`config.mk`:
```
export PLATFORM = sky130hd
export DESIGN_NAME = vvfe_back
export DESIGN_NICKNAME = d
export VERILOG_FILES = /design/src/hw/rtl/voxel_visible_face_emitter_defines.svh /design/src/hw/rtl/vvfe_pkg.sv /design/src/hw/rtl/vvfe_back.sv
export SDC_FILE = /design/constraint.sdc
export NUM_CORES = 1
export LEC_CHECK = 0
export ABC_CLOCK_PERIOD_IN_PS = 5100
export BUFFER_PORTS_ARGS = -buffer_cell sky130_fd_sc_hd__buf_2
export CAP_MARGIN = 10
export CORE_MARGIN = 1
export CORE_UTILIZATION = 29
export CTS_BUF_LIST = sky130_fd_sc_hd__clkbuf_8 sky130_fd_sc_hd__clkbuf_16
export CTS_CLUSTER_SIZE = 16
export DETAILED_ROUTE_END_ITERATION = 8
export PLACE_DENSITY = 0.47
export SYNTH_ARGS = -nofsm -noshare
export SYNTH_HDL_FRONTEND = slang
export SYNTH_SLANG_ARGS = --single-unit
```
`constraint.sdc`:
```
create_clock -name clk -period 5.1 [get_ports clk]
set_input_delay 0.255 -clock clk [delete_from_list [all_inputs] [get_ports clk]]
set_output_delay 0.255 -clock clk [all_outputs]
set_load 0.01 [all_outputs]
```
`src/hw/rtl/voxel_visible_face_emitter_defines.svh`:
```
// Assertion helpers shared by the voxel face emitter RTL.
`ifndef VOXEL_VISIBLE_FACE_EMITTER_DEFINES_SVH
`define VOXEL_VISIBLE_FACE_EMITTER_DEFINES_SVH

// Same-cycle implication, checked on clk and held off while rst_n is low.
`define VVFE_ASSERT_NOW(label, ante, cons, msg) \
  label: assert property (@(posedge clk) disable iff (!rst_n) (ante) |-> (cons)) \
    else $error(msg);

// Next-cycle implication, checked on clk and held off while rst_n is low.
`define VVFE_ASSERT_NEXT(label, ante, cons, msg) \
  label: assert property (@(posedge clk) disable iff (!rst_n) (ante) |=> (cons)) \
    else $error(msg);

`endif

```
`src/hw/rtl/vvfe_pkg.sv`:
```
package vvfe_pkg;

  localparam int unsigned COORD_W      = 4;
  localparam int unsigned COLOR_W      = 8;
  localparam int unsigned RGB_W        = 3 * COLOR_W;
  localparam int unsigned VOXEL_W      = RGB_W + 1;
  localparam int unsigned SIZE_W       = 5;
  localparam int unsigned DIR_W        = 3;
  localparam int unsigned FACE_N       = 6;
  localparam int unsigned NBR_N        = 6;
  localparam int unsigned COORD_SPAN   = 16;
  localparam int unsigned SIDE_MAX_DEF = 16;
  localparam int unsigned QUEUE_DEPTH  = 4;
  localparam int unsigned CFG_ADDR_W   = 2;
  localparam int unsigned IN_DATA_W    = 40;
  localparam int unsigned OUT_DATA_W   = 40;

  localparam logic [SIZE_W-1:0] SIZE_RESET = 5'd16;

  // Operation codes carried on in_tuser.
  localparam logic OP_LOAD  = 1'b0;
  localparam logic OP_QUERY = 1'b1;

  // Configuration register indexes.
  localparam logic [CFG_ADDR_W-1:0] REG_SIZE_X = 2'd0;
  localparam logic [CFG_ADDR_W-1:0] REG_SIZE_Y = 2'd1;
  localparam logic [CFG_ADDR_W-1:0] REG_SIZE_Z = 2'd2;

  // Face codes.
  localparam logic [DIR_W-1:0] DIR_LEFT   = 3'd0;
  localparam logic [DIR_W-1:0] DIR_RIGHT  = 3'd1;
  localparam logic [DIR_W-1:0] DIR_BOTTOM = 3'd2;
  localparam logic [DIR_W-1:0] DIR_TOP    = 3'd3;
  localparam logic [DIR_W-1:0] DIR_FRONT  = 3'd4;
  localparam logic [DIR_W-1:0] DIR_BACK   = 3'd5;

  typedef enum logic [1:0] {
    ST_IDLE,
    ST_SELF,
    ST_NBR,
    ST_EMIT
  } back_state_t;

  // One queued command. bnd is indexed by face code, nbr_ok by neighbor
  // slot (right, top, back, left, bottom, front).
  typedef struct packed {
    logic                 op;
    logic [COORD_W-1:0]   x;
    logic [COORD_W-1:0]   y;
    logic [COORD_W-1:0]   z;
    logic [VOXEL_W-1:0]   voxel;
    logic [FACE_N-1:0]    bnd;
    logic [NBR_N-1:0]     nbr_ok;
  } cmd_t;

  typedef struct packed {
    logic [COORD_W-1:0] x;
    logic [COORD_W-1:0] y;
    logic [COORD_W-1:0] z;
    logic [DIR_W-1:0]   dir;
    logic [COLOR_W-1:0] red;
    logic [COLOR_W-1:0] green;
    logic [COLOR_W-1:0] blue;
  } face_t;

  // Face code that belongs to each neighbor slot.
  function automatic logic [DIR_W-1:0] nbr_dir(input logic [2:0] k);
    logic [DIR_W-1:0] d;
    case (k)
      3'd0:    d = DIR_RIGHT;
      3'd1:    d = DIR_TOP;
      3'd2:    d = DIR_BACK;
      3'd3:    d = DIR_LEFT;
      3'd4:    d = DIR_BOTTOM;
      3'd5:    d = DIR_FRONT;
      default: d = DIR_LEFT;
    endcase
    return d;
  endfunction

endpackage

```
`src/hw/rtl/vvfe_back.sv`:
```
module vvfe_back import vvfe_pkg::*; #(
  parameter int unsigned SIDE_MAX = SIDE_MAX_DEF
) (
  input  logic                                   clk,
  input  logic                                   rst_n,
  input  logic                                   q_valid,
  input  cmd_t                                   q_cmd,
  output logic                                   q_pop,
  output logic                                   ram_we,
  output logic [$clog2(SIDE_MAX**3)-1:0]         ram_waddr,
  output logic [VOXEL_W-1:0]                     ram_wdata,
  output logic [$clog2(SIDE_MAX**3)-1:0]         ram_raddr,
  input  logic [VOXEL_W-1:0]                     ram_rdata,
  output logic                                   out_tvalid,
  input  logic                                   out_tready,
  output face_t                                  out_face,
  output logic                                   out_tlast
);

  localparam int unsigned PLANE  = SIDE_MAX * SIDE_MAX;
  localparam int unsigned AW     = $clog2(PLANE * SIDE_MAX);
  localparam int unsigned PEND_W = 2 * FACE_N;
  localparam int unsigned PICK_W = $clog2(PEND_W);

  back_state_t        state_r, state_nxt;
  cmd_t               cmd_r, cmd_nxt;
  logic [RGB_W-1:0]   color_r, color_nxt;
  logic [NBR_N-1:0]   int_r, int_nxt;
  logic [2:0]         nb_r, nb_nxt;
  logic [PEND_W-1:0]  pend_r, pend_nxt;
  logic               out_valid_r, out_valid_nxt;
  face_t              out_face_r, out_face_nxt;
  logic               out_last_r, out_last_nxt;

  logic               nb_empty;
  logic [NBR_N-1:0]   int_upd;
  logic [PEND_W-1:0]  pend_init;
  logic [PICK_W-1:0]  pick;
  logic [PEND_W-1:0]  pend_clr;
  logic               last_pick;
  logic [DIR_W-1:0]   pick_dir;
  logic               out_load;

  function automatic logic [AW-1:0] voxel_addr(input logic [COORD_W-1:0] x,
                                               input logic [COORD_W-1:0] y,
                                               input logic [COORD_W-1:0] z);
    return AW'(x) * AW'(PLANE) + AW'(y) * AW'(SIDE_MAX) + AW'(z);
  endfunction

  // Address of neighbor slot k; a slot without a neighbor reads the voxel itself.
  function automatic logic [AW-1:0] nbr_addr(input cmd_t c, input logic [2:0] k);
    logic [COORD_W-1:0] nx, ny, nz;
    nx = c.x;
    ny = c.y;
    nz = c.z;
    if (c.nbr_ok[k]) begin
      case (k)
        3'd0:    nx = c.x + COORD_W'(1);
        3'd1:    ny = c.y + COORD_W'(1);
        3'd2:    nz = c.z + COORD_W'(1);
        3'd3:    nx = c.x - COORD_W'(1);
        3'd4:    ny = c.y - COORD_W'(1);
        3'd5:    nz = c.z - COORD_W'(1);
        default: ;
      endcase
    end
    return voxel_addr(nx, ny, nz);
  endfunction

  function automatic logic [PICK_W-1:0] lowest_set(input logic [PEND_W-1:0] v);
    logic [PICK_W-1:0] idx;
    idx = '0;
    for (int i = PEND_W - 1; i >= 0; i--) begin
      if (v[i]) begin
        idx = PICK_W'(i);
      end
    end
    return idx;
  endfunction

  // Pending faces: boundary faces by face code in the low half, interior
  // faces by neighbor slot in the high half, so lowest-first is emit order.
  assign nb_empty  = cmd_r.nbr_ok[nb_r] && !ram_rdata[VOXEL_W-1];
  assign int_upd   = int_r | (NBR_N'(nb_empty) << nb_r);
  assign pend_init = {int_upd, cmd_r.bnd};
  assign pick      = lowest_set(pend_r);
  assign pend_clr  = pend_r & ~(PEND_W'(1) << pick);
  assign last_pick = (pend_clr == '0);
  assign pick_dir  = (pick < PICK_W'(FACE_N)) ? DIR_W'(pick)
                                              : nbr_dir(3'(pick - PICK_W'(FACE_N)));
  assign out_load  = (state_r == ST_EMIT) && (!out_valid_r || out_tready);

  always_comb begin
    state_nxt = state_r;
    case (state_r)
      ST_IDLE: begin
        if (q_valid && q_cmd.op == OP_QUERY) begin
          state_nxt = ST_SELF;
        end
      end
      ST_SELF: begin
        state_nxt = ram_rdata[VOXEL_W-1] ? ST_NBR : ST_IDLE;
      end
      ST_NBR: begin
        if (nb_r == 3'(NBR_N - 1)) begin
          state_nxt = (pend_init != '0) ? ST_EMIT : ST_IDLE;
        end
      end
      ST_EMIT: begin
        if (out_load && last_pick) begin
          state_nxt = ST_IDLE;
        end
      end
      default: state_nxt = ST_IDLE;
    endcase
  end

  always_comb begin
    q_pop     = 1'b0;
    ram_we    = 1'b0;
    ram_waddr = voxel_addr(q_cmd.x, q_cmd.y, q_cmd.z);
    ram_wdata = q_cmd.voxel;
    ram_raddr = voxel_addr(q_cmd.x, q_cmd.y, q_cmd.z);
    cmd_nxt   = cmd_r;
    color_nxt = color_r;
    int_nxt   = int_r;
    nb_nxt    = nb_r;
    pend_nxt  = pend_r;
    case (state_r)
      ST_IDLE: begin
        if (q_valid) begin
          q_pop   = 1'b1;
          cmd_nxt = q_cmd;
          int_nxt = '0;
          ram_we  = (q_cmd.op == OP_LOAD);
        end
      end
      ST_SELF: begin
        color_nxt = ram_rdata[RGB_W-1:0];
        ram_raddr = nbr_addr(cmd_r, 3'd0);
        nb_nxt    = 3'd0;
      end
      ST_NBR: begin
        int_nxt  = int_upd;
        pend_nxt = pend_init;
        if (nb_r != 3'(NBR_N - 1)) begin
          nb_nxt    = nb_r + 3'd1;
          ram_raddr = nbr_addr(cmd_r, nb_r + 3'd1);
        end
      end
      ST_EMIT: begin
        if (out_load) begin
          pend_nxt = pend_clr;
        end
      end
      default: ;
    endcase

    out_valid_nxt = out_load ? 1'b1 : (out_tready ? 1'b0 : out_valid_r);
    out_face_nxt  = out_face_r;
    out_last_nxt  = out_last_r;
    if (out_load) begin
      out_face_nxt.x     = cmd_r.x;
      out_face_nxt.y     = cmd_r.y;
      out_face_nxt.z     = cmd_r.z;
      out_face_nxt.dir   = pick_dir;
      out_face_nxt.red   = color_r[RGB_W-1 -: COLOR_W];
      out_face_nxt.green = color_r[COLOR_W +: COLOR_W];
      out_face_nxt.blue  = color_r[COLOR_W-1:0];
      out_last_nxt       = last_pick;
    end
  end

  always_ff @(posedge clk) begin
    if (!rst_n) begin
      state_r     <= ST_IDLE;
      out_valid_r <= 1'b0;
    end else begin
      state_r     <= state_nxt;
      out_valid_r <= out_valid_nxt;
    end
  end

  always_ff @(posedge clk) begin
    cmd_r      <= cmd_nxt;
    color_r    <= color_nxt;
    int_r      <= int_nxt;
    nb_r       <= nb_nxt;
    pend_r     <= pend_nxt;
    out_face_r <= out_face_nxt;
    out_last_r <= out_last_nxt;
  end

  assign out_tvalid = out_valid_r;
  assign out_face   = out_face_r;
  assign out_tlast  = out_last_r;

endmodule

```
==> results of run 1 <==
## metrics by stage
stage,hold slack [ns],area (µm²),power [mW],instances,util (%)
2_1_floorplan,0.354,5500,1.42,451,-
3_3_place_gp,0.402,6070,1.54,752,32.5
3_5_place_dp,0.405,6070,1.54,752,32.5
4_1_cts,0.0559,6340,2.22,768,34.0
5_1_grt,0.0522,6350,2.30,769,34.1
6_report,0.0730,6350,2.19,769,34.1
## flip-flops by register name, summed over array words and instances, names as in the netlist
register    flops
cmd_r          24
out_face       39
state_r         2
pend_r         12
int_r           6
out_tvalid      1
nb_r            3
out_tlast       1
color_r        24
## critical path, stage by stage, from the launching register on
cell and delay, ns:
edfxtp_1 0.59, inv_1 0.18, ha_1 0.36, mux4_2 0.50, a21oi_1 0.63, a21oi_1 0.23
mux2i_1 0.17, a211o_1 0.30, a31oi_1 0.15, buf_2 0.17
## kinds of logic (layout without fill, tap and decap cells)
family	after synthesis	in the layout	share of synthesized area [%]
AOI/OAI and AO/OA	106	106	13.8
xor gates and xnor gates	7	7	1.11
adders and majority gates	17	17	4.14
buffers and inverters	78	162	8.03
DFF	112	112	60.6
muxes	7	7	1.52
and+or+nand+nor	124	124	10.8
## power by group through the flow
stage                     Combinational (mW)  Clock, mW  Sequential, mW
final                                  0.372      0.668            1.15
after global placement                 0.371          0            1.16
after floorplan                        0.280          0            1.14
after global routing                   0.416      0.731            1.15
after CTS                              0.378      0.699            1.15
after detailed placement               0.377          0            1.17
## layout by cell type (no fill, tap or decap), types with 4 or more instances in the layout
master     instances
nand3_1           11
nor3_1             8
inv_1             23
buf_2            120
nor4_1             6
o21ai_0           21
a31oi_1            6
buf_4              4
ha_1              15
a21oi_1           14
o211ai_1           6
mux2i_1            5
a32oi_1            4
a221oi_1           4
a21o_1             6
nand2b_1           6
o21bai_1           4
nand2_1           29
nor2_1            41
edfxtp_1         109
or4_1              4
xnor2_1            6
o31ai_1            5
clkbuf_16          9
## worst max path at each step
stage | slack, ns | cells past startpoint | startpoint | to
6_report | 1.20 | 9 | nb_r[0] | ram_raddr[2]
5_1_grt | 0.91 | 9 | nb_r[0] | ram_raddr[9]
4_1_cts | 1.15 | 9 | nb_r[0] | ram_raddr[2]
3_5_place_dp | 1.56 | 9 | nb_r[0] | ram_raddr[2]
3_3_place_gp | 1.61 | 9 | nb_r[0] | ram_raddr[2]
2_1_floorplan | 1.49 | 4 | state_r[0] | pend_r[0]
## layer usage
metal  wire length [µm]  vias up  part of all wire, %  global-route usage, %
met1               6530     1917                   48                   19.4
met3                936       13                  6.9                   2.99
met2               5880      173                   43                   20.7
met5                  0        -                    0                      0
li1                   -     1827                    -                      -
met4                210        0                  1.5                   6.19
## cell type report
cell class	count	area, µm²
tap	234	293
inverter	22	82.6
clock inverter	6	36.3
clock buffer	10	239
timing repair buffer	124	631
multi-input combinational	261	1730
sequential	112	3330
fill	1901	12300
==> flow_summary.ini, run 1 <==
[clocking]
cts_tree = yes
cts_hold_buf = 0
cts_sinks = 112
clk_pin_slew_ns = 0.08
worst_skew_pair.late_latency_ns = 0.36
ctsLongestPathBuffers = 2
cts_made_buffers = 9
clockRootBuffer = clkbuf_16
cts_resized = 0
post_cts.repair.setup_buffers = 0
cts_max_level = 3

[floorplan]
io_pins = 171
die_area_um2 = 19500
start_util_pct = 29.5
rows = 50
die_w_um = 140
die_h_um = 140
core-area_um2 = 18600

[min_path]
min-delay-start = q_cmd[0]
hp-class = in2reg
whs_endpoint = cmd_r[0]
hold_path_depth = 1

[placement]
pre_cts_ws_ns = 1.56
dp.final_hpwl_mm = 9.70
routabilityCongestion = 0.805
portBuffers = 120

[final_layout]
syn2layout_area_growth_pct = 15.4
layout.nets = 626
antennaDiodeCount = 0
drive_gt1_share_pct = 26.7

[sta]
fmax_mhz = 257
setup_tns_ns = 0
maxSlewViolCount = 0
finalSetupViolCount = 0
setup_ws_ns = 1.20
skew_ns = 0.0132
tightest_slew_ns = 1.03
fin_crit_ns = 3.90
max_slew_margin_pct = 31.3
rsz0062_at_grt = false
fin_crit_sh_pct = 76.4
hold_viol_final = 0

[routing]
via_count = 3930
routed_wl_mm = 13.6
routedWlPerCell_um = 17.6
drc = 0
dr.pass1.iters = 5
drt-initial-drc-count = 366
viasPerCell = 5.11
drtAntennaViolNets = 0

[power_and_ir_drop]
powerDensity_nw_per_um2 = 344
seq_power_share_pct = 52.4
leakagePower_nw = 2.38
pwr-share-comb_pct = 17.0
ir_drop_mv = 0.118
switching_share_pct = 27.5
clockPowerShare_pct = 30.5
switching_power_mw = 0.602
internal-power_mw = 1.58

[synthesis]
synth_flop_cell = edfxtp_1
synthArstFlopShare_pct = 0
yosys_register_bits = 112
syn_area_um2 = 5500
synthTopCellsByCount = 109 x edfxtp_1, 41 x nor2_1, 37 x buf_4
synth.most_common_cell = edfxtp_1
yosysSeqAreaShare_pct = 60.6
yosysWarningCount = 0
synthCells = 451
ys_types = 60
synth_area_leaders = edfxtp_1 59%, buf_4 5.0%, ha_1 3.4%
yosysTopAreaCell = edfxtp_1
synth_top_cell_area_share_pct = 59.5
synth_nets = 547
synth-edff-count = 109
avgSynthCellArea_um2 = 12.2

[worst_setup_path]
reg2reg_depth = 7
critPathMaxFanout = 11
timing.rr.end = state_r[0]
cp.arrival_ns = 3.64
reg2reg_slack_ns = 1.98
cp-start-kind = flop
critical_path_class = reg2out
required_ns = 4.85
r2r_start = pend_r[0]
endpoint_kind = primary output

[grt]
grt.overflow.total = 0
grt_max_degree = 41
grt_pass1_wl_mm = 20.8
antenna_found_initial = 0
grt_pass1_vias = 3749
grt_usage_pct = 13.9

[outcome]
status = finished, final reports clean

[flow_run]
max_cap_violations = 0
(Power assumes the default switching activity.)
==> run 2: changes to the inputs <==
--- a/config.mk
+++ b/config.mk
@@ -5,7 +5,7 @@
 export SDC_FILE = /design/constraint.sdc
 export NUM_CORES = 1
 export LEC_CHECK = 0
-export ABC_CLOCK_PERIOD_IN_PS = 5100
+export ABC_CLOCK_PERIOD_IN_PS = 3600
 export BUFFER_PORTS_ARGS = -buffer_cell sky130_fd_sc_hd__buf_2
 export CAP_MARGIN = 10
 export CORE_MARGIN = 1
==> constraint.sdc (replaced) <==
create_clock -name clk -period 3.6 [get_ports clk]
set_input_delay 0.18 -clock clk [delete_from_list [all_inputs] [get_ports clk]]
set_output_delay 0.18 -clock clk [all_outputs]
set_load 0.01 [all_outputs]
==> flow_summary.ini, run 2 (synthesis gave the netlist of run 1 again) <==
[outcome]
status = finished, final reports clean

[routing]
routed_wl_mm = 13.1
drtAntennaViolNets = 0
drc = 0
routedWlPerCell_um = 16.5
viasPerCell = 4.93
via_count = 3917
dr.pass1.iters = 4
drt-initial-drc-count = 236

[power_and_ir_drop]
internal-power_mw = 2.33
powerDensity_nw_per_um2 = 479
leakagePower_nw = 2.50
switching_power_mw = 0.848
pwr-share-comb_pct = 17.7
ir_drop_mv = 0.259
clockPowerShare_pct = 31.3
switching_share_pct = 26.7
seq_power_share_pct = 51.1

[floorplan]
rows = 50
die_w_um = 140
core-area_um2 = 18600
die_area_um2 = 19500
start_util_pct = 29.5
die_h_um = 140
io_pins = 171

[clocking]
cts_max_level = 3
cts_tree = yes
cts_made_buffers = 9
cts_sinks = 112
ctsLongestPathBuffers = 2
clockRootBuffer = clkbuf_16
worst_skew_pair.late_latency_ns = 0.35
clk_pin_slew_ns = 0.07

[grt]
grt_pass1_vias = 3862
gr-max-usage-layer = met2
use_met3_pct = 3.44
antenna_found_initial = 0
grt.overflow.total = 0
grt_usage_pct = 13.4
met1_usage_pct = 17.6
grt.met2_usage_pct = 20.8
grt_max_degree = 40
grt_pass1_wl_mm = 20.2

[worst_setup_path]
critPathMaxFanout = 11
cpPeakStageDelay_ns = 0.50
crit_chain = inv_1, ha_1, mux4_2, a21oi_1, buf_4, a21oi_1, mux2i_1, a211o_1, a31oi_1, buf_2
endpoint_kind = primary output
crit_top_cell = a21oi_1
cp-start-kind = flop
crit_slowest_cell = edfxtp_1
path_delay_family = compound AO/OA/AOI/OAI gates
cp.arrival_ns = 3.22
timing.critical_path.buf_inv = 3
critical_path_class = reg2out
required_ns = 3.42

[placement]
dp.final_hpwl_mm = 9.44
portBuffers = 120
routabilityCongestion = 0.836

[flow_run]
max_cap_violations = 0

[sta]
max_slew_margin_pct = 33.6
finalSetupViolCount = 0
fin_crit_ns = 3.40
hold_viol_final = 0
tightest_slew_ns = 0.995
fmax_mhz = 294
setup_tns_ns = 0
rsz0062_at_grt = false
skew_ns = 0.00797
holdWs_ns = 0.0158
fin_crit_sh_pct = 94.4
maxSlewViolCount = 0

[final_layout]
final_common_cell = buf_2
layout.nets = 653
largest_reg_flops = 39
syn2layout_area_growth_pct = 20.6
layout_common_cells = 120 x buf_2, 109 x edfxtp_1, 41 x nor2_1
n_fill_cell = 1857
antennaDiodeCount = 0
drive_gt1_share_pct = 26.9

[min_path]
hp-class = in2reg
==> run 2: cell types whose count changed in the layout (fill, tap and decap cells not counted) <==
cell	previous run	this run
buf_4	4	9
bufinv_16	0	1
clkbuf_8	1	0
clkinv_1	2	1
dlygate4sd3_1	0	22
inv_1	23	22
inv_6	1	2
nand2b_1	6	4
nand2b_2	0	1
nand2b_4	0	1
==> run 2: final cells by class <==
| cell class | instances | area, µm² | share of cell area (%) |
|---|---|---|---|
| clock buffer | 9 | 225 | 3.39 |
| clock inverter | 6 | 67.6 | 1.02 |
| inverter | 22 | 82.6 | 1.24 |
| multi-input combinational | 261 | 1740 | 26.3 |
| sequential | 112 | 3330 | 50.2 |
| tap | 234 | 293 | 4.41 |
| timing repair buffer | 151 | 888 | 13.4 |
==> run 2: what timing repair did <==
action,CTS,global route
endpoints found under the hold margin,13,9
hold buffers,13,9
endpoints found under the setup margin,0,7
resized for setup,0,2
setup buffers,0,3
==> run 2: path summary, 6_finish.rpt <==
path / slack (ns) / from / depth (start not counted) / end
hold reg to reg: 0.42 / color_r[0] / 0 / out_face[0]
setup / recovery: 0.20 / nb_r[0] / 10 / ram_raddr[2]
hold / removal: 0.02 / ram_rdata[1] / 1 / color_r[1]
setup reg to reg: 0.55 / pend_r[0] / 7 / state_r[0]
==> run 2: per-layer routing <==
layer / routed length [µm] / share of wire [%]
met1: 6410 / 49
met2: 5770 / 44
met3: 696 / 5.3
met4: 222 / 1.7
met5: 0 / 0
==> run 2: per-stage QoR <==
step                      worst slack (ns)  utilization [%]  power, mW  cell area (µm²)  cells
after floorplan                      0.675                -       2.02             5500    451
after global placement               0.521             32.7       2.18             6090    755
after detailed placement             0.437             32.7       2.18             6090    755
after CTS                           0.0351             34.9       3.20             6510    783
after global routing                0.0105             35.6       3.34             6630    795
final                                0.201             35.6       3.18             6630    795
==> run 2: power groups by stage <==
| stage | combinational (mW) | clock [mW] | sequential [mW] |
|---|---|---|---|
| CTS | 0.547 | 1.03 | 1.62 |
| global placement | 0.527 | 0 | 1.65 |
| global route | 0.621 | 1.08 | 1.63 |
| detailed placement | 0.531 | 0 | 1.65 |
| finish | 0.562 | 0.993 | 1.62 |
| floorplan | 0.397 | 0 | 1.62 |
==> run 2: worst reg2reg max path: stages (launching register included) <==
cell	delay, ns
edfxtp_1	0.50
or4_1	0.70
or3_4	0.40
o41ai_2	0.21
o31ai_1	0.12
a311o_1	0.43
or4b_1	0.55
nand3_1	0.08
==> run 3: changes to the inputs <==
--- a/config.mk
+++ b/config.mk
@@ -13,7 +13,7 @@
 export CTS_BUF_LIST = sky130_fd_sc_hd__clkbuf_8 sky130_fd_sc_hd__clkbuf_16
 export CTS_CLUSTER_SIZE = 16
 export DETAILED_ROUTE_END_ITERATION = 8
-export PLACE_DENSITY = 0.47
+export SLEW_MARGIN = 20
 export SYNTH_ARGS = -nofsm -noshare
 export SYNTH_HDL_FRONTEND = slang
 export SYNTH_SLANG_ARGS = --single-unit
==> flow_summary.ini, run 3 (synthesis gave the netlist of run 1 again) <==
[outcome]
status = finished, final reports clean

[routing]
drc = 0
routed_wl_mm = 12.8
dr.pass1.iters = 5
via_count = 4011
drtAntennaViolNets = 0
routedWlPerCell_um = 15.9
viasPerCell = 4.98
drt-initial-drc-count = 362

[floorplan]
rows = 50
die_h_um = 140
start_util_pct = 29.5
die_w_um = 140
io_pins = 171
core-area_um2 = 18600
die_area_um2 = 19500

[grt]
met1_usage_pct = 16.2
grt.overflow.total = 0
grt_pass1_wl_mm = 20.1
use_met3_pct = 2.55
grt_pass1_vias = 4023
antenna_found_initial = 1
grt.met2_usage_pct = 21.2
grt_max_degree = 40
grt_usage_pct = 13.1
gr-max-usage-layer = met2

[sta]
maxSlewViolCount = 0
finalSetupViolCount = 0
fin_crit_sh_pct = 92.7
setup_tns_ns = 0
tightest_slew_ns = 1.02
rsz0062_at_grt = false
hold_viol_final = 0
max_slew_margin_pct = 32.2
fin_crit_ns = 3.34
skew_ns = 0.0123
fmax_mhz = 300

[worst_setup_path]
cp.arrival_ns = 3.16
cp-start-kind = flop
reg2reg_depth = 7
r2r_start = pend_r[3]
crit_path_start = nb_r[0]
endpoint_kind = primary output
critPathMaxFanout = 11
required_ns = 3.42
critical_path_class = reg2out

[flow_run]
max_cap_violations = 0

[final_layout]
largest_reg_flops = 39
fin_util_pct = 36.1
fin_area_um2 = 6730
layout.nets = 661
layout_common_cells = 120 x buf_2, 109 x edfxtp_1, 41 x nor2_1
drive_gt1_share_pct = 27.2
syn2layout_area_growth_pct = 22.4
final_common_cell = buf_2

[placement]
dp.final_hpwl_mm = 9.30
portBuffers = 120
routabilityCongestion = 0.875
placed_cell_area_um2 = 6100

[clocking]
cts_sinks = 112
clk_pin_slew_ns = 0.08
cts_tree = yes
cts_max_level = 3
cts_made_buffers = 9
worst_skew_pair.late_latency_ns = 0.36
ctsLongestPathBuffers = 2
clockRootBuffer = clkbuf_16

[min_path]
min-delay-start = q_cmd[10]
hp-class = in2reg
hold_path_depth = 1

[power_and_ir_drop]
leakagePower_nw = 2.54
ir_drop_mv = 0.220
powerDensity_nw_per_um2 = 474
-- run 3: final cells by class --
cell class	count	area, µm²
Clock buffer	9	225
Tap cell	234	293
Fill cell	1788	11900
Sequential cell	112	3330
Multi-Input combinational cell	261	1750
Clock inverter	7	82.6
Inverter	22	82.6
Antenna cell	1	2.50
Timing Repair Buffer	159	966
-- run 3: stage by stage --
step / hold WS, ns / worst slack, ns / cells / power (mW)
after floorplan: 0.279 / 0.675 / 451 / 2.02
after global placement: 0.358 / 0.543 / 757 / 2.17
after detailed placement: 0.359 / 0.412 / 757 / 2.18
after CTS: 0.000202 / 0.0215 / 801 / 3.22
after global routing: 0.000995 / 0.0287 / 805 / 3.34
final: 0.0111 / 0.262 / 805 / 3.19
-- run 3: path summary, 6_finish.rpt --
check | slack [ns] | end
max | 0.26 | ram_raddr[2]
min | 0.01 | cmd_r[10]
max reg2reg | 0.63 | state_r[0]
min reg2reg | 0.42 | out_face[9]
-- run 3: power breakdown --
| part | internal [mW] | total [mW] | switching (mW) |
|---|---|---|---|
| Clock | 0.499 | 1.00 | 0.506 |
| Combinational | 0.235 | 0.565 | 0.330 |
| Sequential | 1.56 | 1.62 | 0.0615 |
-- run 3: worst max-delay path, stage by stage (launching register included) --
cell      delay, ns
edfxtp_1       0.43
inv_1          0.15
ha_1           0.37
mux4_2         0.51
a21oi_1        0.16
buf_4          0.18
a21oi_1        0.11
mux2i_1        0.16
a211o_1        0.32
a31oi_1        0.23
buf_2          0.18
-- run 3: what timing repair did --
item                                    4_1_cts  5_1_grt
resized for setup                             0        3
hold buffers                                 28        1
endpoints found under the setup margin        0        5
endpoints found under the hold margin        28        1
setup buffers                                 0        2
-- run 3: metal layers --
| metal | share of wire [%] | wire, µm |
|---|---|---|
| met3 | 6.3 | 805 |
| met4 | 3.8 | 484 |
| met5 | 0 | 0 |
| met1 | 43 | 5570 |
| met2 | 47 | 5970 |
